--- src/sv/rmq_pkg.sv ---
`timescale 1ns / 1ps
// ----------------------------------------------------------------------------
// rmq_pkg
// Shared types, constants and width helpers for the matrix to quaternion core.
// ----------------------------------------------------------------------------
package rmq_pkg;

    localparam int FRAC_BITS_DEF = 14;
    localparam int N_COMP        = 4;
    localparam int IN_W          = 16;
    localparam int OUT_W         = 16;
    localparam int FIFO_DEPTH    = 4;

    // component positions inside a quaternion lane vector
    localparam int IDX_W = 0;
    localparam int IDX_X = 1;
    localparam int IDX_Y = 2;
    localparam int IDX_Z = 3;

    typedef struct packed {
        logic signed [IN_W-1:0] m00;
        logic signed [IN_W-1:0] m01;
        logic signed [IN_W-1:0] m02;
        logic signed [IN_W-1:0] m10;
        logic signed [IN_W-1:0] m11;
        logic signed [IN_W-1:0] m12;
        logic signed [IN_W-1:0] m20;
        logic signed [IN_W-1:0] m21;
        logic signed [IN_W-1:0] m22;
    } t_mat_in;

    typedef struct packed {
        logic signed [OUT_W-1:0] quat_w;
        logic signed [OUT_W-1:0] quat_x;
        logic signed [OUT_W-1:0] quat_y;
        logic signed [OUT_W-1:0] quat_z;
    } t_quat_out;

    typedef struct packed {
        logic front_vld;
        logic fifo_full;
        logic fifo_empty;
    } t_stat;

    // width of a clamped diagonal sum: three Q2.14 terms plus one
    function automatic int s_width(input int frac);
        return ((frac > 17) ? frac : 17) + 1;
    endfunction

    // even radicand width for sqrt(S << frac)
    function automatic int rad_width(input int frac);
        return s_width(frac) + frac + ((s_width(frac) + frac) % 2);
    endfunction

endpackage

--- src/sv/rmq_fifo.sv ---
`timescale 1ns / 1ps
// ----------------------------------------------------------------------------
// rmq_fifo
// Short word queue between the front and back parts.
// ----------------------------------------------------------------------------
module rmq_fifo #(
    parameter int W     = 8,
    parameter int DEPTH = rmq_pkg::FIFO_DEPTH
) (
    input  logic         i_clk,
    input  logic         i_rst_n,
    input  logic         i_push,
    input  logic [W-1:0] i_data,
    input  logic         i_pop,
    output logic [W-1:0] o_data,
    output logic         o_full,
    output logic         o_empty
);
    localparam int PW = $clog2(DEPTH);

    logic [W-1:0] r_mem [DEPTH];
    logic [PW:0]  r_wp, r_rp;
    logic         push_ok, pop_ok;

    assign o_empty = (r_wp == r_rp);
    assign o_full  = (r_wp[PW] != r_rp[PW]) && (r_wp[PW-1:0] == r_rp[PW-1:0]);
    assign push_ok = i_push && !o_full;
    assign pop_ok  = i_pop && !o_empty;
    assign o_data  = r_mem[r_rp[PW-1:0]];

    always_ff @(posedge i_clk) begin
        if (!i_rst_n) begin
            r_wp <= '0;
            r_rp <= '0;
        end else begin
            if (push_ok) begin
                r_wp <= r_wp + 1'b1;
            end
            if (pop_ok) begin
                r_rp <= r_rp + 1'b1;
            end
        end
    end

    always_ff @(posedge i_clk) begin
        if (push_ok) begin
            r_mem[r_wp[PW-1:0]] <= i_data;
        end
    end

endmodule

--- config.mk ---
export PLATFORM = sky130hd
export DESIGN_NAME = rmq_fifo
export DESIGN_NICKNAME = d
export VERILOG_FILES = /design/src/sv/rmq_pkg.sv /design/src/sv/rmq_fifo.sv
export SDC_FILE = /design/constraint.sdc
export NUM_CORES = 1
export LEC_CHECK = 0
export BUFFER_PORTS_ARGS = -buffer_cell sky130_fd_sc_hd__buf_2
export CAP_MARGIN = 5
export CORE_MARGIN = 3
export CORE_UTILIZATION = 50
export CTS_CLUSTER_DIAMETER = 50
export DETAILED_ROUTE_END_ITERATION = 10
export GPL_TIMING_DRIVEN = 0
export HOLD_SLACK_MARGIN = 0.15
export PLACE_DENSITY = 0.77
export REMOVE_ABC_BUFFERS = 1
export SYNTH_ARGS = -nofsm -noshare
export SYNTH_HDL_FRONTEND = slang
export SYNTH_SLANG_ARGS = --single-unit
--- constraint.sdc ---
create_clock -name i_clk -period 1.98 [get_ports i_clk]
set_input_delay 0.099 -clock i_clk [delete_from_list [all_inputs] [get_ports i_clk]]
set_output_delay 0.099 -clock i_clk [all_outputs]
set_load 0.02 [all_outputs]
=== Word-level counts from Yosys, hierarchy flattened ===
Memory sizes are Yosys's and may differ from the RTL's. A register that Yosys moved wholly into a read port is not among the register bits.
Cells that the tools add are included.

* Reductions and logical operators: 5
* Mux-type cells: 4
* Add/subtract/negate cells: 2
* Equal/unequal tests: 3

{| class="wikitable"
|+ Operator list
! cell !! count
|-
| $add A3 B1 Y3 const B || 2
|-
| $mux W2 || 2
|-
| $eq A3 B3 Y1 || 1
|-
| $logic_and A1 B1 Y1 || 3
|-
| $eq A2 B2 Y1 || 1
|-
| $logic_not A1 Y1 || 2
|-
| $mux W1 || 2
|-
| $ne A1 B1 Y1 || 1
|}

* Logic and storage cells: 17
* Input port bits: 12
* Output and inout port bits: 10
* Bits in writable memories: 32
* Memories kept: 1
* Register bits: 6

{| class="wikitable"
|+ Memory list
! memory !! depth !! bits a word !! rd ports !! clocked after memory_dff !! wr ports !! RTL line !! text
|-
| r_mem || 4 || 8 || 1 || 1 || 1 || rmq_fifo.sv:21 || <nowiki>logic [W-1:0] r_mem [DEPTH];</nowiki>
|}

=== Depth between registers and ports, before layout ===
Gate-level depths: netlist of the first run.

* Depth after elaboration: 6
* Mapped depth: 5
* Depth with buffers taken out: 4

=== Least setup slack after synthesis of the first run ===
Ideal clock, no wire load.

* Path kind: reg2reg
* From: register r_wp[1]
* To: memory r_mem[3][0] (enable)
* Stages on the path, launching flop included: 5
* Required time: 1.665 ns
* Setup slack: 0.190 ns
* Setup time: 0.315 ns
* Period minus slack after synthesis: 1.790 ns
* Arrival: 1.475 ns
* Buffers on the path: 1
* Cell sequence: dfxtp_1 -> buf_6 -> xor2_1 -> nor3_1 -> nor2_1

* Longest elaborated chain between the ends: 6

{| class="wikitable"
|+ RTL lines
! item !! RTL line !! text
|-
| from (decl) || rmq_fifo.sv:22 || <nowiki>logic [PW:0] r_wp, r_rp;</nowiki>
|-
| from (signal assigned) || rmq_fifo.sv:37 || <nowiki>r_wp <= r_wp + 1'b1;</nowiki>
|-
| $eq A2 B2 Y1 || rmq_fifo.sv:26 || <nowiki>assign o_full = (r_wp[PW] != r_rp[PW]) && (r_wp[PW-1:0] == r_rp[PW-1:0]);</nowiki>
|-
| $logic_and A1 B1 Y1 || rmq_fifo.sv:26 ||
|-
| via o_full || rmq_fifo.sv:16 || <nowiki>output logic o_full,</nowiki>
|-
| $logic_not A1 Y1 || rmq_fifo.sv:27 || <nowiki>assign push_ok = i_push && !o_full;</nowiki>
|-
| $logic_and A1 B1 Y1 || rmq_fifo.sv:27 ||
|-
| $mux W1 || rmq_fifo.sv:46 || <nowiki>if (push_ok) begin</nowiki>
|-
| $mux W1 (implied by the code) || rmq_fifo.sv:47 || <nowiki>r_mem[r_wp[PW-1:0]] <= i_data;</nowiki>
|-
| to (decl) || rmq_fifo.sv:21 ||
|}

The timed path passes the listed nets, and every way through them passes these cells.

=== Final worst setup path of the first run ===
* From: register r_wp[1]
* To: memory r_mem[0][5] (enable)

* Longest elaborated chain between the ends: 6

{| class="wikitable"
|+ RTL lines
! item !! RTL line
|-
| $eq A2 B2 Y1 || rmq_fifo.sv:26
|-
| $logic_and A1 B1 Y1 || rmq_fifo.sv:26
|-
| $logic_not A1 Y1 || rmq_fifo.sv:27
|-
| $logic_and A1 B1 Y1 || rmq_fifo.sv:27
|-
| $mux W1 || rmq_fifo.sv:46
|-
| $mux W1 (implied by the code) || rmq_fifo.sv:47
|}

Several ways; a longest one is shown, not always the timed one.

==> results of run 1 <==
[power groups by stage]
stage / Sequential (W) / Clock (W) / Combinational [W]
6_report: 0.00120 / 0.000523 / 0.000814
5_1_grt: 0.00122 / 0.000579 / 0.000885
4_1_cts: 0.00120 / 0.000530 / 0.000805
3_5_place_dp: 0.00122 / 0 / 0.000781
3_3_place_gp: 0.00121 / 0 / 0.000761
2_1_floorplan: 0.00118 / 0 / 0.000566
[final timing paths]
kind              from     endpoint  slack, ps
max            r_wp[1]  r_mem[0][5]        110
min          i_data[2]  r_mem[0][2]        500
max reg2reg    r_wp[1]  r_mem[0][5]        110
min reg2reg    r_wp[2]      r_wp[2]        570
[critical path, stage by stage (launching register included)]
cell	delay [ps]
dfxtp_1	530
xnor2_1	240
a31oi_1	310
and2_1	440
[through the flow]
stage | utilization (%) | std cells | area [sq um]
after detailed placement | 58.4 | 171 | 1860
after CTS | 64.4 | 190 | 2050
after global placement | 58.4 | 171 | 1860
after floorplan | - | 106 | 1700
after global routing | 64.8 | 190 | 2060
final | 64.8 | 190 | 2060
[cell type report]
cell class                      count  area (sq um)
Clock buffer                        6          41.3
Clock inverter                      2          35.0
Fill cell                         260          1120
Inverter                            5          18.8
Multi-Input combinational cell     61           572
Sequential cell                    40          1120
Tap cell                           44          55.1
Timing Repair Buffer               32           215
[repair_timing]
item / CTS / global route
endpoints found under the hold margin: 37 / 0
gates resized for setup: 1 / 5
hold buffers: 11 / 0
endpoints found under the setup margin: 8 / 26
[registers in the layout (all words and copies together), names as in the netlist, named ones only]
name	flops
r_mem	32
r_rp	3
r_wp	3
[cell families (layout without fill, tap and decap cells)]
kind of cell             after synthesis  count (layout)  share of synthesized area [%]
flip-flops                            40              40                           65.0
AND/OR/NAND/NOR                       24              24                           7.84
AO/OA/AOI/OAI                         18              18                           7.33
buffers and inverters                  9              45                           2.68
multiplexers                           8               8                           10.4
XOR/XNOR                               6               6                           3.05
adder cells (fa/ha/maj)                5               5                           3.63
[layer usage]
layer	vias to the layer above	part of all wire [%]
li1	506	-
met1	522	42
met2	36	52
met3	3	5.1
met4	0	0.78
met5	-	0
[Yosys cell counts (2+ instances only)]
cell      number
o211ai_1       2
xnor2_1        3
nand3_1        3
mux4_2         8
nand4_1        2
nor3_1         4
xor2_1         3
nand2_1        3
inv_1          5
a41oi_1        2
ha_1           5
nor2_1         2
edfxtp_1      32
o21ai_0        4
a31oi_1        2
a211o_1        4
a21oi_1        2
dfxtp_1        8
and2_1         4
nand3b_1       4
==> reports/metrics.yaml, run 1 <==
cellLeakagePower_nw: 0.748
final_cell_mix: "32 x edfxtp_1, 21 x buf_2, 11 x dlygate4sd3_1"
diodes: 0
nets: 162
p_comb_share_pct: 32.1
grt_max_degree: 13
fp.dieArea_sq_um: 4190
post-route-min-period_ps: 1870
internal-power_w: 0.00166
drt-vias-per-instance: 5.62
postCtsSetupRepairBufs: 0
report.final.slew_viol_count: 0
antenna_found_initial: 0
p_per_area_nw_per_um2: 1230
worst-path-max-fanout: 9
drcViolationCount: 0
cp-start-kind: "flop"
total_power_w: 0.00254
ant_nets: 0
worst_slack_ps: 106
syn2layout_area_growth_pct: 19.4
use_met2_pct: 30.5
num_vias: 1067
clkLatencyLatePin_ps: 340
grt_pass1_vias: 1136
synth_area_leaders: "edfxtp_1 56%, mux4_2 10%, dfxtp_1 9.3%, ha_1 3.6%, a211o_1 2.0%"
first_iter_violations: 52
routed_wirelength_microns: 3200
clockPowerShare_pct: 20.6
hold_viol_final: 0
maxSlewHeadroom_pct: 60.3
timing.hold.ws_ps: 498
synth_seq_cells: 40
rows: 20
crit_arrival_ps: 1870
boundaryPins: 22
yosysSeqAreaShare_pct: 65.0
synth.largest_area_cell: "edfxtp_1"
synth_edf_count: 32
worstSetupEndpointType: "flop"
finalSetupTns_ps: 0
finalCritPeriodShare_pct: 94.7
p_sw_share_pct: 34.5
cts_sinks: 40
synth-main-ff-cell: "edfxtp_1"
clk_pin_slew_worst_paths_ps: 120
synth_top_area_share_pct: 55.7
place_congestion: 0.888
core-area_sq_um: 3180
synth.distinct_cells: 28
hold_depth: 2
clockBufferDepth: 2
root_buffer: "clkbuf_4"
final-setup-viol-count: 0
hp-class: "input port to flop"
cts_max_level: 2
finClkSkew_ps: 12.2
cts_tree: "yes"
grt_remaining_overflow: 0
synth_area_sq_um: 1720
irDropWorstVdd_mv: 0.724
synth_cells: 110
die_x_microns: 64.7
hpwlAfterDp_microns: 2140
required_ps: 1980
die_h_microns: 64.7
drive_gt1_share_pct: 28.1
r2r_cells: 3
wl_per_cell_microns: 16.8
ys_warn_count: 0
fmax_ghz: 0.534
grt.total_usage_pct: 17.8
cts_inserted_buffers: 5
grt_first_pass_wirelength_microns: 5490
final_common_cell: "edfxtp_1"
initial_core_util_pct: 54.3
cap_violations: 0
p_switching_w: 0.000875
pre_cts_slack_ps: -73.7
use_met1_pct: 21.0
status: "finished, final reports clean"
portBuffers: 21
worstSetupPathType: "flop to flop"
worst_pin_slew_ps: 591
grt-busiest-layer: "met2"
use_met3_pct: 6.07
seqPwrFrac_pct: 47.3
syn_area_per_cell_sq_um: 15.7
synth-async-reset-ratio_pct: 0
drtPass1Iterations: 4
(Power assumes the default switching activity.)
==> run 2, diff against run 1 <==
--- a/config.mk
+++ b/config.mk
@@ -10,10 +10,11 @@
 export CORE_MARGIN = 3
 export CORE_UTILIZATION = 50
 export CTS_CLUSTER_DIAMETER = 50
+export CTS_CLUSTER_SIZE = 25
 export DETAILED_ROUTE_END_ITERATION = 10
 export GPL_TIMING_DRIVEN = 0
 export HOLD_SLACK_MARGIN = 0.15
-export PLACE_DENSITY = 0.77
+export PLACE_DENSITY = 0.8
 export REMOVE_ABC_BUFFERS = 1
 export SYNTH_ARGS = -nofsm -noshare
 export SYNTH_HDL_FRONTEND = slang
==> constraint.sdc (replaced) <==
create_clock -name i_clk -period 1.7 [get_ports i_clk]
set_input_delay 0.085 -clock i_clk [delete_from_list [all_inputs] [get_ports i_clk]]
set_output_delay 0.085 -clock i_clk [all_outputs]
set_load 0.02 [all_outputs]
==> reports/metrics.yaml, run 2 (synthesis results as in run 1) <==
status: "finished, final reports clean"
first_iter_violations: 43  # -17%
grt_remaining_overflow: 0  # unchanged
postCtsSetupRepairBufs: 0  # unchanged
required_ps: 1710  # -270 ps
rsz0062_at_grt: "true"
grt_first_pass_wirelength_microns: 5310  # -3.3%
final-setup-viol-count: 0  # unchanged
drcViolationCount: 0  # unchanged
cts_inserted_buffers: 5  # unchanged
drt-vias-per-instance: 5.75  # +2.3%
clockBufferDepth: 2  # unchanged
worstSetupPathType: "flop to flop"
grt_pass1_vias: 1163  # +2.4%
worstSetupEndpointType: "flop"
routed_wirelength_microns: 3170  # -0.81%
hold_viol_final: 0  # unchanged
grt_max_degree: 13  # unchanged
initial_core_util_pct: 54.3  # unchanged
die_x_microns: 64.7  # unchanged
place_congestion: 0.886  # -0.16%
clk_pin_slew_worst_paths_ps: 120  # about the same
cap_violations: 0  # unchanged
final_cell_mix: "32 x edfxtp_1, 21 x buf_2, 10 x dlygate4sd3_1"
worst_pin_slew_ps: 572  # -18.6 ps
num_vias: 1086  # +1.8%
core-area_sq_um: 3180  # unchanged
hp-class: "input port to flop"
p_per_area_nw_per_um2: 1390  # +12%
largest_reg_flops: 32  # unchanged
maxSlewHeadroom_pct: 61.6  # +1.3 points
crit_arrival_ps: 1650  # -220 ps
worst-path-max-fanout: 8  # -1
cts_max_level: 2  # unchanged
hpwlAfterDp_microns: 2170  # +1.3%
nets: 161  # -0.62%
boundaryPins: 22  # unchanged
post-route-min-period_ps: 1630  # -239 ps
total_power_w: 0.00284  # +12%
irDropWorstVdd_mv: 0.842  # +16%
finalCritPeriodShare_pct: 96.2  # +1.5 points
cp-start-kind: "flop"
die_h_microns: 64.7  # unchanged
portBuffers: 21  # unchanged
root_buffer: "clkbuf_4"
drive_gt1_share_pct: 32.4  # +4.3 points
timing.hold.ws_ps: 151  # -347 ps
cts_tree: "yes"
clkLatencyLatePin_ps: 340  # about the same
rows: 20  # unchanged
fp.dieArea_sq_um: 4190  # unchanged
final_common_cell: "edfxtp_1"
syn2layout_area_growth_pct: 18.7
report.final.slew_viol_count: 0  # unchanged
cellLeakagePower_nw: 0.738  # -1.4%
n_fill_cell: 240  # -7.7%
wl_per_cell_microns: 16.8  # -0.29%
drtPass1Iterations: 4  # unchanged
finClkSkew_ps: 15.8  # +3.66 ps
cts_sinks: 40  # unchanged
antenna_found_initial: 0  # unchanged
diodes: 0  # unchanged
ant_nets: 0  # unchanged
fmax_ghz: 0.612  # +15%
grt.total_usage_pct: 16.7  # -1.0 points
==> run 2: cell types whose count changed in the layout (fill, tap and decap cells not counted) <==
cell and change:
dfxtp_2 +3, clkbuf_1 +1, xnor2_2 +1, bufinv_16 -1
xnor2_1 -1, dlygate4sd3_1 -1, xor2_2 +1, xor2_1 -1
and2_1 -1, and2_2 +1, dfxtp_4 +1, dfxtp_1 -4
==> run 2: metrics by stage <==
step | cells | setup TNS [ps] | worst slack [ps] | cell area, sq um | utilization (%)
2_1_floorplan | 106 | -715 | -89.3 | 1700 | -
3_3_place_gp | 171 | -4230 | -400 | 1860 | 58.4
3_5_place_dp | 171 | -5040 | -405 | 1860 | 58.4
4_1_cts | 189 | 0 | 1.75 | 2030 | 63.9
5_1_grt | 189 | -15.6 | -10.1 | 2050 | 64.4
6_report | 189 | 0 | 65.1 | 2050 | 64.4
==> run 2: per-layer routing <==
layer	wire (microns)	part of all wire [%]	global-route usage, %
met1	1260	40	19.8
met2	1750	55	30.0
met3	111	3.5	3.64
met4	46	1.5	5.54
met5	0	0	0
==> run 2: power breakdown <==
group	switching, W	internal, W
clock network	0.000283	0.000161
registers	0.000167	0.00125
logic	0.000570	0.000404
total	0.00102	0.00182
==> run 2: final cells by class <==
| type | instances | area (sq um) | share of cell area [%] |
|---|---|---|---|
| Timing Repair Buffer | 31 | 205 | 10.0 |
| Multi-Input combinational cell | 61 | 588 | 28.7 |
| Sequential cell | 40 | 1130 | 55.2 |
| Clock inverter | 1 | 5.00 | 0.244 |
| Clock buffer | 7 | 45.0 | 2.20 |
| Inverter | 5 | 18.8 | 0.917 |
| Tap cell | 44 | 55.1 | 2.69 |
==> run 2: worst paths after layout <==
check	from	to	slack [ps]	cells past startpoint
max	r_wp[2]	r_mem[3][6]	70	3
min	i_pop	r_rp[1]	150	3
max reg2reg	r_wp[2]	r_mem[3][6]	70	3
min reg2reg	r_wp[2]	r_wp[2]	570	2
==> run 2: what timing repair did <==
action | 4_1_cts | 5_1_grt
endpoints found under the hold margin | 37 | 0
endpoints found under the setup margin | 41 | 42
hold buffers | 10 | 0
gates resized for setup | 8 | 6
gates cloned | 0 | 0
==> run 2: worst max-delay path, stage by stage, from the launching register on <==
cell and delay, ps:
dfxtp_1 380, xnor2_1 500, nor3_2 130, nor2_4 290
