`src/sv/rmq_pkg.sv`:
```
`timescale 1ns / 1ps
// ----------------------------------------------------------------------------
// rmq_pkg
// Shared types, constants and width helpers for the matrix to quaternion core.
// ----------------------------------------------------------------------------
package rmq_pkg;

    localparam int FRAC_BITS_DEF = 14;
    localparam int N_COMP        = 4;
    localparam int IN_W          = 16;
    localparam int OUT_W         = 16;
    localparam int FIFO_DEPTH    = 4;

    // component positions inside a quaternion lane vector
    localparam int IDX_W = 0;
    localparam int IDX_X = 1;
    localparam int IDX_Y = 2;
    localparam int IDX_Z = 3;

    typedef struct packed {
        logic signed [IN_W-1:0] m00;
        logic signed [IN_W-1:0] m01;
        logic signed [IN_W-1:0] m02;
        logic signed [IN_W-1:0] m10;
        logic signed [IN_W-1:0] m11;
        logic signed [IN_W-1:0] m12;
        logic signed [IN_W-1:0] m20;
        logic signed [IN_W-1:0] m21;
        logic signed [IN_W-1:0] m22;
    } t_mat_in;

    typedef struct packed {
        logic signed [OUT_W-1:0] quat_w;
        logic signed [OUT_W-1:0] quat_x;
        logic signed [OUT_W-1:0] quat_y;
        logic signed [OUT_W-1:0] quat_z;
    } t_quat_out;

    typedef struct packed {
        logic front_vld;
        logic fifo_full;
        logic fifo_empty;
    } t_stat;

    // width of a clamped diagonal sum: three Q2.14 terms plus one
    function automatic int s_width(input int frac);
        return ((frac > 17) ? frac : 17) + 1;
    endfunction

    // even radicand width for sqrt(S << frac)
    function automatic int rad_width(input int frac);
        return s_width(frac) + frac + ((s_width(frac) + frac) % 2);
    endfunction

endpackage

```
`src/sv/rmq_front.sv`:
```
`timescale 1ns / 1ps
// ----------------------------------------------------------------------------
// rmq_front
// Forms the four clamped diagonal sums, picks the leading component and
// derives the component signs.
// ----------------------------------------------------------------------------
module rmq_front #(
    parameter int FRAC_BITS = rmq_pkg::FRAC_BITS_DEF
) (
    input  logic                 i_clk,
    input  logic                 i_rst_n,
    input  logic                 i_valid,
    output logic                 o_ready,
    input  rmq_pkg::t_mat_in     i_mat,
    output logic                 o_valid,
    input  logic                 i_ready,
    output logic [rmq_pkg::N_COMP*rmq_pkg::s_width(FRAC_BITS)+rmq_pkg::N_COMP-1:0] o_data
);
    localparam int SW = rmq_pkg::s_width(FRAC_BITS);
    localparam int QL = rmq_pkg::N_COMP;
    localparam int IN_W_P = rmq_pkg::IN_W;
    localparam logic signed [SW:0] ONE = (SW+1)'(1) << FRAC_BITS;

    typedef enum logic [1:0] {LEAD_W, LEAD_X, LEAD_Y, LEAD_Z} t_lead;

    logic signed [SW:0]      e00, e11, e22;
    logic signed [SW:0]      t [QL];
    logic [SW-1:0]           c [QL];
    logic [1:0]              k;
    t_lead                   lead;
    logic signed [IN_W_P:0]  d_zy, d_xz, d_yx, p_xy, p_zx, p_yz;
    logic [QL-1:0]           neg;

    logic                    r_vld;
    logic [SW-1:0]           r_s [QL];
    logic [QL-1:0]           r_neg;

    assign e00 = (SW+1)'(i_mat.m00);
    assign e11 = (SW+1)'(i_mat.m11);
    assign e22 = (SW+1)'(i_mat.m22);

    assign t[rmq_pkg::IDX_W] =  e00 + e11 + e22 + ONE;
    assign t[rmq_pkg::IDX_X] =  e00 - e11 - e22 + ONE;
    assign t[rmq_pkg::IDX_Y] = -e00 + e11 - e22 + ONE;
    assign t[rmq_pkg::IDX_Z] = -e00 - e11 + e22 + ONE;

    always_comb begin
        for (int i = 0; i < QL; i++) begin
            c[i] = t[i][SW] ? '0 : t[i][SW-1:0];
        end
        // strict compare keeps ties on the earlier component
        k = 2'd0;
        for (int i = 1; i < QL; i++) begin
            if (c[i] > c[k]) begin
                k = 2'(i);
            end
        end
    end

    assign lead = t_lead'(k);

    assign d_zy = (IN_W_P+1)'(i_mat.m21) - (IN_W_P+1)'(i_mat.m12);
    assign d_xz = (IN_W_P+1)'(i_mat.m02) - (IN_W_P+1)'(i_mat.m20);
    assign d_yx = (IN_W_P+1)'(i_mat.m10) - (IN_W_P+1)'(i_mat.m01);
    assign p_xy = (IN_W_P+1)'(i_mat.m10) + (IN_W_P+1)'(i_mat.m01);
    assign p_zx = (IN_W_P+1)'(i_mat.m02) + (IN_W_P+1)'(i_mat.m20);
    assign p_yz = (IN_W_P+1)'(i_mat.m21) + (IN_W_P+1)'(i_mat.m12);

    // w sign is flipped at the end, so w is negative unless its source is negative
    always_comb begin
        neg = '0;
        unique case (lead)
            LEAD_W: begin
                neg[rmq_pkg::IDX_W] = 1'b1;
                neg[rmq_pkg::IDX_X] = d_zy[IN_W_P];
                neg[rmq_pkg::IDX_Y] = d_xz[IN_W_P];
                neg[rmq_pkg::IDX_Z] = d_yx[IN_W_P];
            end
            LEAD_X: begin
                neg[rmq_pkg::IDX_W] = !d_zy[IN_W_P];
                neg[rmq_pkg::IDX_Y] = p_xy[IN_W_P];
                neg[rmq_pkg::IDX_Z] = p_zx[IN_W_P];
            end
            LEAD_Y: begin
                neg[rmq_pkg::IDX_W] = !d_xz[IN_W_P];
                neg[rmq_pkg::IDX_X] = p_xy[IN_W_P];
                neg[rmq_pkg::IDX_Z] = p_yz[IN_W_P];
            end
            LEAD_Z: begin
                neg[rmq_pkg::IDX_W] = !d_yx[IN_W_P];
                neg[rmq_pkg::IDX_X] = p_zx[IN_W_P];
                neg[rmq_pkg::IDX_Y] = p_yz[IN_W_P];
            end
            default: neg = '0;
        endcase
    end

    assign o_ready = !r_vld || i_ready;
    assign o_valid = r_vld;

    always_ff @(posedge i_clk) begin
        if (!i_rst_n) begin
            r_vld <= 1'b0;
        end else if (o_ready) begin
            r_vld <= i_valid;
        end
    end

    always_ff @(posedge i_clk) begin
        if (o_ready && i_valid) begin
            r_s   <= c;
            r_neg <= neg;
        end
    end

    always_comb begin
        o_data[QL-1:0] = r_neg;
        for (int i = 0; i < QL; i++) begin
            o_data[QL + i*SW +: SW] = r_s[i];
        end
    end

endmodule

```
`config.mk`:
```
export PLATFORM = sky130hd
export DESIGN_NAME = rmq_front
export DESIGN_NICKNAME = d
export VERILOG_FILES = /design/src/sv/rmq_pkg.sv /design/src/sv/rmq_front.sv
export SDC_FILE = /design/constraint.sdc
export NUM_CORES = 1
export LEC_CHECK = 0
export BUFFER_PORTS_ARGS = -buffer_cell sky130_fd_sc_hd__clkbuf_2
export CORE_MARGIN = 3
export CORE_UTILIZATION = 40
export CTS_CLUSTER_SIZE = 12
export DETAILED_ROUTE_END_ITERATION = 16
export PLACE_DENSITY = 0.73
export SYNTH_ARGS = -nofsm -noshare
export SYNTH_HDL_FRONTEND = slang
export SYNTH_SLANG_ARGS = --single-unit
```
`constraint.sdc`:
```
create_clock -name i_clk -period 9.8 [get_ports i_clk]
set_input_delay 0.98 -clock i_clk [delete_from_list [all_inputs] [get_ports i_clk]]
set_output_delay 0.98 -clock i_clk [all_outputs]
set_load 0.005 [all_outputs]
```
# Word-level counts from Yosys, hierarchy flattened
# Index checks and enable logic that the tools add are counted.
[word_totals]
register_bits = 77
latch_bits = 0
mem_bits_rw = 0
mem_bits_ro = 0
in_bits = 148
wordCells = 59
mem_count = 0
[classes]
addsub = 19
mul = 0
div_mod_pow = 0
magnitude_cmp = 5
n_eq_ne = 3
shifts = 0
n_mux = 17
n_bitwise = 2
n_reduce_logical = 7
[op_table]
columns = ["cell", "count"]
rows = [
  ["$mux 18", 8],
  ["$bmux 18 s2", 2],
  ["$add 16x16->17", 4],
  ["$sub 16x16->17", 4],
  ["$gt 18x18->1", 3],
  ["$add 18x16->19 const B", 2],
  ["$add 19x16->19", 2],
  ["$add 19x16->19 const B", 2],
  ["$sub 19x16->19", 2],
  ["$neg 16->19", 1],
  ["$add 17x16->18", 1],
  ["$sub 17x16->18", 1],
  ["$pmux 1 s3", 3],
  ["$ge 3x3->1 const B", 2],
  ["$not 2->3", 2],
  ["$eq 2x2->1 const B", 2],
  ["$logic_not 1->1", 4],
  ["$mux 2", 2],
  ["$pmux 1 s4", 1],
  ["$eq 2x1->1 const B", 1],
  ["$logic_not 2->1", 1],
  ["$logic_and 1x1->1", 1],
  ["$logic_or 1x1->1", 1],
  ["$mux 1", 1],
]

# Depth between registers and ports, before layout
# Gate-level depths: netlist of run 1.
[logic_depth]
ltp_word = 20
ltp_mapped = 43

# Worst setup path before layout of run 1
# No wires, ideal clock.
[synth_timing]
kind = "input to register"
startpoint = "input port i_mat[5] (netlist bit)"
endpoint = "register r_neg[3] (data pin)"
setup_ns = 0.152
arrival_ns = 8.584
required_time_ns = 9.648
setup_slack_ns = 1.064
stages = 36
cell_sequence = "fa_1 -> ha_1 -> ha_1 -> and3_1 -> a2111oi_4 -> a21oi_1 -> a221o_1 -> a21oi_1 -> xor2_1 -> nor2_1 -> ha_1 -> nand4_1 -> nor3_1 -> o21ai_0 -> a21oi_1 -> clkbuf_1 -> nand2_1 -> o2bb2ai_1 -> inv_1 -> ha_1 -> nand3_1 -> or3_1 -> a21o_1 -> a21oi_1 -> clkbuf_1 -> nand2b_1 -> nand2_1 -> ha_1 -> a21o_1 -> a21o_1 -> a221oi_1 -> o21ai_0 -> a211oi_1 -> a41o_1 -> nand2b_1 -> o22ai_1"
[synth_rtl]
columns = ["item", "line_no", "source"]
rows = [
  ["from (decl)", "rmq_front.sv:14", "input rmq_pkg::t_mat_in i_mat,"],
  ["to (signal assigned)", "rmq_front.sv:112", "r_neg <= neg;"],
  ["to (decl)", "rmq_front.sv:36", "logic [QL-1:0] r_neg;"],
]

==> results.cfg, run 1 <==
[outcome]
status = finished clean

[clock_tree]
cts_root_buf = clkbuf_16
cts.clk_slew.worst_paths_ps = 60
clock_sinks = 77
clock_path_buffers = 2
cts_buffers = 9
cts_tree = done
htreeDepth = 3
clock_latency_ps = 350

[finish]
stdcell_count = 1983
fin_util_pct = 48.0
final_nets = 2088
area_growth_pct = 16.4
drive_above_1_share_pct = 18.2

[sta]
period_minus_slack_ps = 9150
tightest_slew_ps = 1040
finalMaxSlewViolations = 0
hold_viol_final = 0
fin_skew_ps = 9.22
max_freq_ghz = 0.109
setup_viol_count_final = 0
fin_crit_sh_pct = 93.4
max_slew_margin_pct = 30.6
holdWs_ps = 548

[critical_path]
worst_r2r_endpoint = o_data[21]
start_kind = input port
r2r_slack_ps = 8130
crit_top_cell = ha_1
timing.rr.start = o_valid
required_ps = 9990
crit_arrival_ps = 9340
worstSetupEndpointType = flip-flop
worst-path-stages = 40
slowest_delay_ps = 480
critPathBufInv = 7
critical_path_class = input port to flip-flop
worst_r2r_path_depth = 2
cpMaxStageDelayCell = fa_1
cpLargestDelayFamily = compound AO/OA/AOI/OAI gates
crit_fanout = 14

[logic_synthesis]
synthTopCellsByCount = ha_1 (283), inv_1 (188), a21oi_1 (95)
async_reset_ff_share_pct = 0
syn_nets = 1848
synthFlopType = edfxtp_1
yosys.area.top_type = ha_1
ys_seq_elements = 77
yosysMostFrequentCell = ha_1
synthTopCellsByArea = ha_1 (28%), edfxtp_1 (18%), fa_1 (11%)
synth_edf_count = 76
synth_area_sq_um = 12500
synthCells = 1347
ys_seq_area_share_pct = 18.5
ys.warnings.count = 0
avgSynthCellArea_sq_um = 9.25
synth_top_area_share_pct = 28.4
synthDistinctLibCells = 80

[routing]
initialDrtViolationCount = 621
vias = 10700
dr.pass1.iters = 5
drcViolationCount = 0
vias_per_cell = 5.39
drtAntennaViolNets = 0
wl_um = 34600
wl_per_cell_um = 17.5

[pwr]
ir_worst_vdd_uv = 207
power_leakage_nw = 7.26
power.density_nw_per_um2 = 269
total_power_mw = 3.91

[worst_hold_path]
hold_path.startpoint = o_valid
min_path_type = flip-flop to flip-flop
holdPathStages = 2
whs_endpoint = o_valid

[global_route]
grt_first_pass_wirelength_um = 54100
grt_usage_pct = 20.3
antenna_found_initial = 1
grt_pass1_vias = 10600
grt_max_degree = 77
grt-ovfl-total = 0

[die]
die_width_um = 182
ios = 226
die_h_um = 182
coreArea_sq_um = 30200
die-area_sq_um = 33300
initial_core_util_pct = 41.3
row_count = 63

[placed_design]
dp_hpwl_um = 29900
gp_congestion = 0.942
portBuffers = 225
place_inst = 1965

[flow_run]
drv_cap = 0
[logic make-up after synthesis]
family                     Yosys count  synth area share, %
adders and majority gates          353                 39.7
AOI/OAI and AO/OA                  325                 17.2
xor gates and xnor gates            61                 4.47
and+or+nand+nor                    313                 12.7
muxes                               17                 1.43
buffers and inverters              201                 6.14
DFF                                 77                 18.5
[per-stage QoR]
step | instance area, sq um | TNS [ps] | setup WS, ps
floorplan | 12500 | 0 | 1060
global placement | 14100 | 0 | 348
CTS | 14500 | 0 | 476
global route | 14500 | -11.0 | -11.0
finish | 14500 | 0 | 646
detailed placement | 14100 | 0 | 122
[worst max path at each step]
stage	start	slack, ps	end
final	i_mat[130]	650	r_neg[3]
after global routing	i_mat[1]	-10	r_neg[3]
after floorplan	i_mat[5]	1060	r_neg[3]
after detailed placement	i_mat[133]	120	r_neg[3]
after CTS	i_mat[133]	480	r_neg[3]
after global placement	i_mat[133]	350	r_neg[3]
[cell type report]
class                      instances  area [sq um]
antenna                            1          2.50
clock buffer                       9           225
clock inverter                     7          98.8
fill                            2853         15700
inverter                         188           706
multi-input combinational       1069          9420
sequential                        77          2300
tap                              390           488
timing repair buffer             242          1250
[worst reg2reg max path, delay by kind of cell (launching register included)]
family,cells,cell delay (ps)
flops,1,310
simple gates,2,930
[state kept, by name (all words and copies together), names as in the netlist]
register	flops
r_neg	4
o_data	72
o_valid	1
[power breakdown]
group          total [mW]  internal [mW]  switching [mW]
combinational        2.97           1.24            1.73
clock               0.374          0.225           0.149
sequential          0.560          0.530          0.0294
[repair_timing]
item / in CTS / in global routing
gates resized for setup: 0 / 4
endpoints found under the setup margin: 0 / 4
hold buffers: 0 / 0
endpoints found under the hold margin: 0 / 0
buffers inserted: 0 / 1
[layout by cell type, fill, tap and decap left out, types with 23 or more instances in the layout]
cell	netlist	final
edfxtp_1	76	76
xnor2_1	38	38
ha_1	283	283
o21ai_0	61	61
nor3_1	27	25
a21oi_1	95	93
nor2_1	93	93
a21o_1	33	33
inv_1	188	188
fa_1	70	70
nand2b_1	23	23
nand2_1	57	57
clkbuf_2	0	225
nand3_1	23	23
[routing by layer]
metal / up-vias / wire (um) / track usage [%]
met2: 327 / 16400 / 34.4
met4: 0 / 1070 / 6.58
met1: 5038 / 15400 / 27.1
li1: 5271 / - / -
met5: - / 0 / 0
met3: 57 / 1750 / 2.25
Note: power is estimated with default switching activity, not from simulation.
==> inputs of run 2 (changes only) <==
--- a/config.mk
+++ b/config.mk
@@ -7,10 +7,10 @@
 export LEC_CHECK = 0
 export BUFFER_PORTS_ARGS = -buffer_cell sky130_fd_sc_hd__clkbuf_2
 export CORE_MARGIN = 3
-export CORE_UTILIZATION = 40
+export CORE_UTILIZATION = 30
 export CTS_CLUSTER_SIZE = 12
 export DETAILED_ROUTE_END_ITERATION = 16
-export PLACE_DENSITY = 0.73
+export PLACE_DENSITY = 0.6
 export SYNTH_ARGS = -nofsm -noshare
 export SYNTH_HDL_FRONTEND = slang
 export SYNTH_SLANG_ARGS = --single-unit
==> run 2 against run 1 <==
Worst hold slack got worse by 6.4 ps. Largest power group unchanged. Final area up 2.3%. Maximum frequency shrank 2.8%. Combinational power grew 4%. Highest routed layer is now met5. Sequential power about the same. Cell count rose by 7.5%.
==> results.cfg, run 2 (synthesis results as in run 1) <==
[sta]
setup_viol_count_final = 0
max_freq_ghz = 0.106
max_slew_margin_pct = 31.5
fin_skew_ps = 5.94
finalSetupTns_ps = 0
period_minus_slack_ps = 9410
hold_viol_final = 0
fin_crit_sh_pct = 96.1
finalMaxSlewViolations = 0
tightest_slew_ps = 1030

[die]
initial_core_util_pct = 30.4
die-area_sq_um = 44000
row_count = 74
coreArea_sq_um = 40900
die_width_um = 210
ios = 226
die_h_um = 210

[clock_tree]
clock_sinks = 77
clock_latency_ps = 350
holdBufCountCts = 0
cts_tree = done
htreeDepth = 3
clock_path_buffers = 2
cts_root_buf = clkbuf_16
cts_buffers = 9
cts.clk_slew.worst_paths_ps = 70

[placed_design]
gp_congestion = 0.908
portBuffers = 225
placed_cell_area_sq_um = 14400
place_inst = 2109
dp_hpwl_um = 31900

[flow_run]
drv_cap = 0

[critical_path]
worstSetupEndpointType = flip-flop
critical_path_class = input port to flip-flop
timing.rr.start = o_valid
start_kind = input port
crit_path_start = i_mat[134]
r2r_slack_ps = 8140
cpMaxStageDelayCell = fa_1
required_ps = 9980
worst_r2r_endpoint = o_data[21]
crit_top_cell = ha_1
slowest_delay_ps = 480
crit_fanout = 11
crit_arrival_ps = 9600
worst_r2r_path_depth = 2

[global_route]
grt_pass1_vias = 10700
grt-ovfl-total = 0
grt_usage_pct = 16.3
antenna_found_initial = 5
grt_first_pass_wirelength_um = 57200
grt_max_degree = 77

[pwr]
total_power_mw = 4.09
clkPwrFrac_pct = 10.4
switching_share_pct = 48.6
power_leakage_nw = 7.32
p_switching_mw = 1.99
power.density_nw_per_um2 = 275
ir_worst_vdd_uv = 191
power.internal_mw = 2.10
power_frac_seq_pct = 13.7
combPwrFrac_pct = 75.9

[finish]
layout_common_cells = ha_1 (283), clkbuf_2 (225), inv_1 (188)
area_growth_pct = 19.1
fillCellCount = 4211
largest_reg_flops = 72
drive_above_1_share_pct = 18.5
fin_area_sq_um = 14800
stdcell_count = 2131
final_nets = 2094
mostFrequentLayoutCell = ha_1

[worst_hold_path]
hold_path.startpoint = o_valid
min_path_type = flip-flop to flip-flop
whs_endpoint = o_valid
holdPathStages = 2

[outcome]
status = finished clean

[routing]
wl_um = 36900
initialDrtViolationCount = 663
wl_per_cell_um = 17.3
drtAntennaViolNets = 0
vias = 10700
drcViolationCount = 0
vias_per_cell = 5.04
dr.pass1.iters = 5
run 2: critical path: cells and delay by family:
kind | cells | cell delay (ps)
compound gates | 16 | 3910
simple gates | 10 | 2030
fa+ha+maj | 6 | 1980
buf+inv | 3 | 470
xor+xnor | 1 | 230
run 2: worst max-delay path by stage:
stage | endpoint | slack [ps] | depth (start not counted)
floorplan | r_neg[3] | 1060 | 36
global placement | r_neg[3] | 50 | 38
detailed placement | r_neg[3] | -80 | 39
CTS | r_neg[3] | 290 | 38
global route | r_neg[3] | -4 | 38
finish | r_neg[3] | 390 | 36
run 2: power by group through the flow:
stage	clock network (mW)	logic (mW)	registers, mW
floorplan	0	2.02	0.575
global placement	0	2.92	0.569
detailed placement	0	2.98	0.570
CTS	0.432	3.02	0.564
global route	0.447	3.44	0.571
finish	0.424	3.10	0.561
run 2: layer usage:
layer | wire, um | up-vias | global-route usage [%]
li1 | - | 5266 | -
met1 | 16400 | 5174 | 21.2
met2 | 17700 | 248 | 27.9
met3 | 1780 | 42 | 2.69
met4 | 938 | 6 | 4.67
met5 | 41 | - | 0
run 2: cell type report:
cell class	count	area (sq um)	area share, %
Sequential cell	77	2300	15.5
Clock buffer	9	225	1.52
Inverter	188	706	4.76
Tap cell	532	666	4.49
Timing Repair Buffer	247	1320	8.87
Antenna cell	1	2.50	0.0169
Multi-Input combinational cell	1070	9470	63.8
Clock inverter	7	146	0.987
run 2: through the flow:
stage / setup slack [ps] / hold WS, ps / util (%)
final: 385 / 542 / 36.2
after CTS: 288 / 553 / 36.0
after floorplan: 1060 / 537 / -
after detailed placement: -83.6 / 544 / 35.1
after global placement: 50.0 / 522 / 35.1
after global routing: -3.94 / 580 / 36.2
run 2: what timing repair did:
item,4_1_cts,5_1_grt
setup endpoints to repair,0,4
buffers inserted,0,4
resized for setup,0,6
